===== config.mk =====
export PLATFORM = sky130hd
export DESIGN_NAME = prescaled_timer_with_stamps_core
export DESIGN_NICKNAME = d
export VERILOG_FILES = /design/src/design/ptws_pkg.sv /design/src/design/prescaled_timer_with_stamps_core.sv
export SDC_FILE = /design/constraint.sdc
export NUM_CORES = 1
export LEC_CHECK = 0
export ABC_AREA = 1
export BUFFER_PORTS_ARGS = -buffer_cell sky130_fd_sc_hd__buf_2
export CAP_MARGIN = 20
export CORE_MARGIN = 5
export CORE_UTILIZATION = 55
export CTS_CLUSTER_DIAMETER = 60
export DETAILED_ROUTE_END_ITERATION = 6
export GPL_TIMING_DRIVEN = 0
export PLACE_DENSITY = 0.76
export RECOVER_POWER = 50
export SLEW_MARGIN = 40
export SYNTH_ARGS = -nofsm -noshare
export SYNTH_HDL_FRONTEND = slang
export SYNTH_SLANG_ARGS = --single-unit

===== constraint.sdc =====
create_clock -name clk -period 3.6 [get_ports clk]
set_input_delay 0.72 -clock clk [delete_from_list [all_inputs] [get_ports clk]]
set_output_delay 0.72 -clock clk [all_outputs]
set_load 0.01 [all_outputs]

===== src/design/ptws_pkg.sv =====
`timescale 1ns / 1ps
// ----------------------------------------------------------------------------
// ptws_pkg
// Shared types and constants of the prescaled timer with timestamp slots.
// ----------------------------------------------------------------------------
package ptws_pkg;

  localparam int STAMP_SLOTS = 2;
  localparam int CHANNELS    = 4;
  localparam int CMP_REGS    = 4;

  localparam int StampIdxW = (STAMP_SLOTS > 1) ? $clog2(STAMP_SLOTS) : 1;

  localparam logic [2:0] OP_TICK       = 3'd0;
  localparam logic [2:0] OP_SET_STAMP  = 3'd1;
  localparam logic [2:0] OP_GET_STAMP  = 3'd2;
  localparam logic [2:0] OP_CLR_STAMP  = 3'd3;
  localparam logic [2:0] OP_CLR_FLAG   = 3'd4;

  localparam logic [2:0] REG_PRESCALE  = 3'd0;
  localparam logic [2:0] REG_ENABLE    = 3'd1;
  localparam logic [2:0] REG_FREEZE    = 3'd2;
  localparam logic [2:0] REG_CHAN_MASK = 3'd3;
  localparam logic [2:0] REG_CMP0      = 3'd4;
  localparam logic [2:0] REG_CMP1      = 3'd5;
  localparam logic [2:0] REG_CMP2      = 3'd6;
  localparam logic [2:0] REG_CMP3      = 3'd7;

  typedef struct packed {
    logic [2:0] operation;
    logic [1:0] stamp_index;
    logic [1:0] channel_index;
    logic       debug_halt;
  } cmd_t;

  typedef struct packed {
    logic [31:0] elapsed_ticks;
    logic        elapsed_valid;
    logic [3:0]  match_flags;
    logic [31:0] counter_now;
  } res_t;

endpackage


===== src/design/prescaled_timer_with_stamps_core.sv =====
`timescale 1ns / 1ps
// ----------------------------------------------------------------------------
// prescaled_timer_with_stamps_core
// 32-bit timer advanced by tick commands, with prescaler, compare flags and timestamp slots.
// ----------------------------------------------------------------------------
// One command per cycle while not stalled. Each accepted command updates the
// timer state in the cycle it is taken and its result lands in the output
// register on the same edge, giving one transaction per clock without stalls.
// The command side stalls only while the output register is full and its
// receiver stalls. Configuration writes are taken on any cycle with cfg_we.
module prescaled_timer_with_stamps_core (
  input  logic                clk,
  input  logic                rst,
  input  logic                cmd_valid,
  output logic                cmd_stall,
  input  ptws_pkg::cmd_t      cmd,
  output logic                res_valid,
  input  logic                res_stall,
  output ptws_pkg::res_t      res,
  input  logic                cfg_we,
  input  logic [2:0]          cfg_index,
  input  logic [31:0]         cfg_data
);

  localparam logic [3:0] ChanMask = 4'((1 << ptws_pkg::CHANNELS) - 1);
  localparam logic [2:0] SlotLim  = 3'(ptws_pkg::STAMP_SLOTS);
  localparam logic [2:0] ChanLim  = 3'(ptws_pkg::CHANNELS);

  logic [8:0]  prescale_divide;
  logic        timer_enable;
  logic        freeze_in_debug;
  logic [3:0]  channel_enable_mask;
  logic [31:0] compare_val [ptws_pkg::CMP_REGS];

  logic [31:0] tick_counter, tick_counter_next;
  logic [7:0]  prescale_count, prescale_count_next;
  logic [31:0] stamp_value [ptws_pkg::STAMP_SLOTS];
  logic [31:0] stamp_value_next [ptws_pkg::STAMP_SLOTS];
  logic [ptws_pkg::STAMP_SLOTS-1:0] stamp_set, stamp_set_next;
  logic [3:0]  flag_bits, flag_bits_next;

  logic        accept;
  logic [7:0]  div_m1;
  logic        slot_ok;
  logic        chan_ok;
  logic [ptws_pkg::StampIdxW-1:0] slot;
  logic [31:0] elapsed;
  logic        elapsed_ok;

  assign cmd_stall = res_valid && res_stall;
  assign accept    = cmd_valid && !cmd_stall;
  assign slot_ok   = {1'b0, cmd.stamp_index} < SlotLim;
  assign chan_ok   = {1'b0, cmd.channel_index} < ChanLim;
  assign slot      = cmd.stamp_index[ptws_pkg::StampIdxW-1:0];

  always_comb begin
    if (prescale_divide == 9'd0) begin
      div_m1 = 8'd0;
    end else if (prescale_divide > 9'd256) begin
      div_m1 = 8'd255;
    end else begin
      div_m1 = 8'(prescale_divide - 9'd1);
    end
  end

  always_comb begin
    tick_counter_next   = tick_counter;
    prescale_count_next = prescale_count;
    stamp_value_next    = stamp_value;
    stamp_set_next      = stamp_set;
    flag_bits_next      = flag_bits;
    elapsed             = 32'd0;
    elapsed_ok          = 1'b0;
    case (cmd.operation)
      ptws_pkg::OP_TICK: begin
        if (timer_enable && !(freeze_in_debug && cmd.debug_halt)) begin
          if (prescale_count >= div_m1) begin
            prescale_count_next = 8'd0;
            tick_counter_next   = tick_counter + 32'd1;
            for (int k = 0; k < ptws_pkg::CMP_REGS; k++) begin
              if (channel_enable_mask[k] && ChanMask[k] &&
                  compare_val[k] == tick_counter_next) begin
                flag_bits_next[k] = 1'b1;
              end
            end
          end else begin
            prescale_count_next = prescale_count + 8'd1;
          end
        end
      end
      ptws_pkg::OP_SET_STAMP: begin
        if (slot_ok) begin
          stamp_value_next[slot] = tick_counter;
          stamp_set_next[slot]   = 1'b1;
        end
      end
      ptws_pkg::OP_GET_STAMP: begin
        if (slot_ok && stamp_set[slot]) begin
          elapsed    = tick_counter - stamp_value[slot];
          elapsed_ok = 1'b1;
        end
      end
      ptws_pkg::OP_CLR_STAMP: begin
        if (slot_ok) begin
          stamp_value_next[slot] = 32'd0;
          stamp_set_next[slot]   = 1'b0;
        end
      end
      ptws_pkg::OP_CLR_FLAG: begin
        if (chan_ok) begin
          flag_bits_next[cmd.channel_index] = 1'b0;
        end
      end
      default: begin
      end
    endcase
  end

  always_ff @(posedge clk) begin
    if (rst) begin
      prescale_divide     <= 9'd1;
      timer_enable        <= 1'b0;
      freeze_in_debug     <= 1'b0;
      channel_enable_mask <= 4'd0;
      for (int k = 0; k < ptws_pkg::CMP_REGS; k++) begin
        compare_val[k] <= 32'd0;
      end
    end else if (cfg_we) begin
      case (cfg_index)
        ptws_pkg::REG_PRESCALE:  prescale_divide     <= cfg_data[8:0];
        ptws_pkg::REG_ENABLE:    timer_enable        <= cfg_data[0];
        ptws_pkg::REG_FREEZE:    freeze_in_debug     <= cfg_data[0];
        ptws_pkg::REG_CHAN_MASK: channel_enable_mask <= cfg_data[3:0];
        ptws_pkg::REG_CMP0:      compare_val[0]      <= cfg_data;
        ptws_pkg::REG_CMP1:      compare_val[1]      <= cfg_data;
        ptws_pkg::REG_CMP2:      compare_val[2]      <= cfg_data;
        ptws_pkg::REG_CMP3:      compare_val[3]      <= cfg_data;
        default: begin
        end
      endcase
    end
  end

  always_ff @(posedge clk) begin
    if (rst) begin
      tick_counter   <= 32'd0;
      prescale_count <= 8'd0;
      stamp_set      <= '0;
      flag_bits      <= 4'd0;
      for (int i = 0; i < ptws_pkg::STAMP_SLOTS; i++) begin
        stamp_value[i] <= 32'd0;
      end
    end else if (accept) begin
      tick_counter   <= tick_counter_next;
      prescale_count <= prescale_count_next;
      stamp_set      <= stamp_set_next;
      flag_bits      <= flag_bits_next;
      stamp_value    <= stamp_value_next;
    end
  end

  always_ff @(posedge clk) begin
    if (rst) begin
      res_valid <= 1'b0;
    end else if (accept) begin
      res_valid <= 1'b1;
    end else if (!res_stall) begin
      res_valid <= 1'b0;
    end
  end

  always_ff @(posedge clk) begin
    if (accept) begin
      res.elapsed_ticks <= elapsed;
      res.elapsed_valid <= elapsed_ok;
      res.match_flags   <= flag_bits_next;
      res.counter_now   <= tick_counter_next;
    end
  end

endmodule


==> results of run 1 <==
==> registers in the layout, summed over array words and instances (netlist names), 4 cells and up, named ones only <==
signal	flops
compare_val	128
prescale_count	8
prescale_divide	9
res	69
stamp_value	64
tick_counter	32
channel_enable_mask	4
flag_bits	4
==> worst max path at each step <==
stage | slack [ns] | to
2_1_floorplan | 0.02 | compare_val[1][0]
3_3_place_gp | -1.69 | compare_val[3][16]
3_5_place_dp | -1.02 | res[68]
4_1_cts | 0.004 | tick_counter[1]
5_1_grt | -0.001 | tick_counter[10]
6_report | 0.07 | compare_val[0][25]
==> through the flow <==
step | setup TNS, ns | utilization
2_1_floorplan | 0 | -
3_3_place_gp | -223.80 | 0.596
3_5_place_dp | -69.46 | 0.603
4_1_cts | 0 | 0.646
5_1_grt | -0.00138 | 0.644
6_report | 0 | 0.644
==> tightest hold or removal path, cell delays in order <==
cell	delay (ns)
buf_2	0.09
nand2_1	0.05
o211ai_1	0.07
==> cells by family (layout without fill, tap and decap cells) <==
kind of cell	after synthesis	in the layout	synth area share
compound gates	383	383	0.117
xor+xnor	50	50	0.0286
fa+ha+maj	43	43	0.0316
buf+inv	303	497	0.0675
flops	323	323	0.489
mux	31	31	0.0181
simple gates	986	986	0.248
==> power groups by stage <==
stage / Combinational, mW / Clock (mW) / Sequential [mW]
2_1_floorplan: 0.781 / 0 / 4.31
3_3_place_gp: 1.14 / 0 / 4.33
3_5_place_dp: 1.20 / 0 / 4.32
4_1_cts: 1.22 / 3.80 / 4.25
5_1_grt: 1.35 / 3.97 / 4.27
6_report: 1.22 / 3.77 / 4.25
==> area by class of cell <==
cell class                 instances  area, sq um
clock inverter                    19          188
tap                              396          495
buffer                            73          358
clock buffer                      47         1050
inverter                         230          866
fill                            2667        11000
timing repair buffer             128          632
sequential                       323         8440
multi-input combinational       1493         7770
==> metal layers <==
metal,vias up,GRT usage,routed length (um)
met5,-,0,0
met4,0,0.124,2560
met3,149,0.0422,3450
met2,670,0.481,24100
met1,7018,0.343,20200
li1,7406,-,-
==> what timing repair did <==
action	in CTS	in global routing
buffers inserted	2	2
hold buffers	0	0
gates cloned	0	0
gates resized for setup	44	52
setup endpoints to repair	90	72
endpoints found under the hold margin	0	0
pin swaps	2	6
==> synthesized netlist by cell type (2+ instances only) <==
cell / number
a21oi_1: 188
a21o_1: 2
xnor3_1: 3
buf_4: 4
clkbuf_1: 58
mux2i_1: 30
buf_1: 2
or3_1: 2
nand2_1: 444
edfxtp_1: 197
o22ai_1: 2
xor2_1: 30
ha_1: 42
inv_1: 219
nand2_4: 3
nand3b_1: 22
o211ai_1: 3
nand2_2: 25
o21a_1: 12
o21ai_1: 13
nor3_1: 9
dfxtp_1: 126
nand3_1: 165
o21ai_0: 144
or2_2: 5
inv_2: 11
o21bai_1: 2
a211oi_1: 4
nand4_1: 14
and2_1: 2
nor2_1: 271
nand3_2: 2
buf_2: 9
nor2_4: 6
nor3b_1: 4
a311oi_1: 2
nor4_1: 3
a21oi_2: 2
nor2_2: 6
xnor2_1: 16
==> impl_metrics.yaml, run 1 <==
worst_hold_path:
  min_from: "cfg_data[0]"
  min_to: "prescale_divide[0]"
  worstHoldPathType: "in -> reg"
  hold_path_depth: 3
run_status:
  status: "finished with violations"
  violations: "capacitance limit"
synth:
  ys_seq_area_frac: 0.489
  synth_top_area_share: 0.343
  synthTopCellsByArea: "edfxtp_1 (34%), dfxtp_1 (15%), nand2_1 (9.7%), nor2_1 (5.9%), a21oi_1 (5.5%)"
  yosys_warnings: 0
  synth-edff-count: 197
  syn_nets: 2210
  synth_async_sr_flop_share: 0
  ys.flop_type: "edfxtp_1"
  synth_cell_types: 55
  avgSynthCellArea_sq_um: 8.14
  ys_ff_latch: 323
  syn_area_sq_um: 17300
  synthCells: 2119
  yosys.area.top_type: "edfxtp_1"
routing:
  drtIter0Drc: 1453
  drc_errors: 0
  viasPerCell: 5.63
  ant_nets: 0
  routed_wl_um: 50300
  drtPass1Iterations: 5
  vias: 15243
  wl_per_cell_um: 18.6
placement:
  dpl_cell_area_sq_um: 18500
  portBuffers: 116
  dpl.hpwl_um: 38600
  dp_slack_ns: -1.02
  dp.cells: 2639
  place_congestion: 0.934
setup_path:
  startpoint: "rst"
  path_depth: 7
  r2r_cells: 23
  rrSetupSlack_ns: 0.16
  endpoint_kind: "flip-flop"
  arrival_ns: 3.79
  critPathMaxFanout: 15
  crit-reg2reg-launch: "prescale_divide[0]"
  critPathKind: "in -> reg"
  crit_required_ns: 3.86
  cp_slowest_cell: "o21ai_0"
  cp_num_buf_inv: 6
  critPathLaunchType: "primary input"
  r2r-end: "tick_counter[9]"
  path_delay_family: "buffers and inverters"
  cp_common_cell: "clkbuf_1"
  path_cells: "clkbuf_1, inv_1, clkbuf_1, clkbuf_1, o21ai_0, clkbuf_1, buf_16"
  critical_path.max_stage_delay_ns: 0.67
timing:
  tightest_slew_ns: 1.46
  worst_slack_ns: 0.0739
  clock-skew-final_ns: 0.0205
  hold_viol: 0
  finalSetupViolCount: 0
  whs_ns: 0.451
  fin_crit_ns: 3.53
  fmax_mhz: 284
  fin_crit_sh: 0.979
  slew_viol_final: 0
  relSlewSlack: 0.0146
floorplan:
  die_h_um: 187
  coreArea_sq_um: 30700
  fp-row-count: 64
  dieArea_sq_um: 35000
  io_pins: 119
  dieWidth_um: 187
  initial_core_util: 0.561
cells_and_area:
  diodes: 0
  layout_commonest_cell: "nand2_1"
  final_cells: 2709
  nets: 2376
  finalInstanceArea_sq_um: 19800
  layout_common_cells: "nand2_1 (440), nor2_1 (270), inv_1 (212)"
  drive_gt1_frac: 0.0994
  area_growth_syn_to_layout_pct: 14.7
pwr:
  p_per_area_nw_per_um2: 467
  p_seq_frac: 0.460
  fin_total_pwr_mw: 9.25
  clkPwrFrac: 0.408
  p_int_mw: 6.79
  ir_drop_uv: 360
  switchingPower_mw: 2.46
  p_leak_nw: 8.35
  p_sw_frac: 0.266
  combPwrFrac: 0.132
global_routing:
  antenna_found_initial: 0
  first_global_vias: 14837
  overflow: 0
  grt_pass1_wl_um: 78400
  grt_max_degree: 73
  grt_util_all_layers: 0.277
cts:
  numCtsBuffers: 36
  cts_root_buf: "clkbuf_16"
  tritoncts: "yes"
  clock_path_buffers: 3
  cts.sinks: 323
  clk_pin_slew_worst_paths_ns: 0.06
  clk_latency_ns: 0.52
  htree_levels: 2
run:
  cap_violations: 1
Power figures use the tool's default switching activity.
==> run 2, diff against run 1 <==
- BUFFER_PORTS_ARGS: -buffer_cell sky130_fd_sc_hd__buf_2 -> -buffer_cell sky130_fd_sc_hd__buf_4
- RECOVER_POWER: 50 -> unset
==> run 2 against run 1 <==
- maximum frequency grew 3.2%
- sequential share of layout area shrank 0.97 points
- largest power group unchanged
- routed wire length grew 1.8%
- largest cell class unchanged
- sequential power is essentially flat
- utilization grew 1.5 points
- die area is the same
- non-clock buffer count shrank 1
- clock-buffer cell count grew 1
- the flow now finishes without violations
- cell area grew 2.3%
==> impl_metrics.yaml, run 2 (synthesis results as in run 1) <==
run_status:
  status: "complete, no violations"
setup_path:
  endpoint_kind: "flip-flop"
  critical_path.max_stage_delay_ns: 0.49
  cp_slowest_cell: "nor3b_1"
  crit_required_ns: 3.98
  path_delay_family: "simple AND/OR/NAND/NOR gates"
  critPathMaxFanout: 10
  critPathLaunchType: "primary input"
  arrival_ns: 3.80
  path_cells: "clkbuf_2, clkbuf_2, mux2i_1, ha_1, nand2_1, nor2_1, nor3b_1, nand4_1, o211ai_1, a21oi_1, o21ai_0, o21ai_0, a21oi_1"
  critPathKind: "in -> reg"
  cp_num_buf_inv: 2
routing:
  drtIter0Drc: 1203
  drc_errors: 0
  routed_wl_um: 51200
  ant_nets: 0
  met2RoutedLength_um: 25100
  drtPass1Iterations: 6
  viasPerCell: 5.66
  wl_met3_um: 3690
  wl_per_cell_um: 18.9
  vias: 15322
  routed.top_layer: "met5"
  drt-met1-wl_um: 19900
run:
  cap_violations: 0
global_routing:
  grt_max_degree: 74
  overflow: 0
  grt_util_all_layers: 0.282
  first_global_vias: 15122
  grt_pass1_wl_um: 79400
  antenna_found_initial: 1
cts:
  tritoncts: "yes"
  clock_path_buffers: 3
  clk_latency_ns: 0.54
  cts.sinks: 323
  htree_levels: 2
  cts_hold_buf: 0
  numCtsBuffers: 37
  cts_root_buf: "clkbuf_16"
  clk_pin_slew_worst_paths_ns: 0.07
pwr:
  fin_total_pwr_mw: 9.38
  p_per_area_nw_per_um2: 463
  ir_drop_uv: 463
  p_leak_nw: 8.70
placement:
  portBuffers: 116
  dp_slack_ns: -1.07
  place_congestion: 0.941
  dpl_cell_area_sq_um: 18800
  dp.cells: 2638
  dpl.hpwl_um: 39000
floorplan:
  die_h_um: 187
  coreArea_sq_um: 30700
  fp-row-count: 64
  initial_core_util: 0.561
  dieArea_sq_um: 35000
  io_pins: 119
  dieWidth_um: 187
cells_and_area:
  nets: 2376
  reg.largest.list: "compare_val (128), res (69), stamp_value (64)"
  layout_commonest_cell: "nand2_1"
  area_growth_syn_to_layout_pct: 17.4
  diodes: 0
  finalInstanceArea_sq_um: 20300
  fin_util: 0.659
  final_cells: 2709
  drive_gt1_frac: 0.133
  regMostFlops: "compare_val"
  largest_register_ffs: 128
  layout_common_cells: "nand2_1 (440), nor2_1 (270), inv_1 (213)"
worst_hold_path:
  worstHoldPathType: "in -> reg"
timing:
  tns_ns: 0
  worst_slack_ns: 0.183
  slew_viol_final: 0
  tightest_slew_ns: 0.814
  fin_crit_sh: 0.949
  hold_viol: 0
  clock-skew-final_ns: 0.00914
  rsz0062_at_grt: "no"
  relSlewSlack: 0.458
  finalSetupViolCount: 0
  whs_ns: 0.438
  fmax_mhz: 293
  fin_crit_ns: 3.42
run 2: changes by cell type in the layout (fill, tap and decap cells not counted), sizes merged:
| cell | before | now |
|---|---|---|
| bufinv | 3 | 2 |
| clkinvlp | 2 | 1 |
| dlymetal6s4s | 1 | 0 |
| inv | 232 | 233 |
| buf | 70 | 142 |
| clkinv | 12 | 13 |
| clkbuf | 177 | 106 |
run 2: path summary, 6_finish.rpt:
check	from	endpoint	slack, ns	cells past startpoint
worst max-delay path	cmd[3]	res[67]	0.18	13
worst min-delay path	cfg_data[0]	prescale_divide[0]	0.44	3
worst max register to register	prescale_divide[1]	tick_counter[23]	0.18	21
worst min register to register	stamp_value[14]	stamp_value[14]	0.46	2
run 2: worst register-to-register path, cell delays in order (launching register included):
cell      delay, ns
dfxtp_1        0.33
inv_2          0.08
ha_4           0.14
nand2_1        0.08
or3_1          0.34
nor2_2         0.10
inv_2          0.07
o21ai_2        0.17
inv_2          0.09
o21ai_1        0.12
ha_1           0.25
a21oi_1        0.14
nor2_1         0.07
a211oi_2       0.16
o21ai_1        0.11
nor2_2         0.14
inv_1          0.09
nand2_4        0.12
clkbuf_4       0.24
o21ai_0        0.14
o21ai_0        0.24
inv_1          0.06
run 2: report_power, final:
part | total [mW] | switching, mW | leakage (nW) | internal, mW
logic | 1.29 | 0.833 | 5.12 | 0.453
clock network | 3.84 | 1.57 | 0.623 | 2.27
registers | 4.25 | 0.138 | 2.96 | 4.12
total | 9.38 | 2.54 | 8.70 | 6.84
run 2: timing repair:
action	CTS	global route
resized for setup	47	33
pin swaps	2	2
setup buffers	3	1
setup endpoints to repair	90	75
run 2: final cells by class:
| cell class | count | area (sq um) |
|---|---|---|
| Clock buffer | 48 | 1070 |
| Tap cell | 396 | 495 |
| Sequential cell | 323 | 8440 |
| Fill cell | 2560 | 10500 |
| Clock inverter | 19 | 189 |
| Inverter | 230 | 863 |
| Buffer | 73 | 364 |
| Timing Repair Buffer | 127 | 1050 |
| Multi-Input combinational cell | 1493 | 7780 |
run 2: metal layers:
metal	track usage	vias up
li1	-	7420
met1	0.337	7078
met2	0.499	671
met3	0.0482	151
met4	0.131	2
met5	0	-
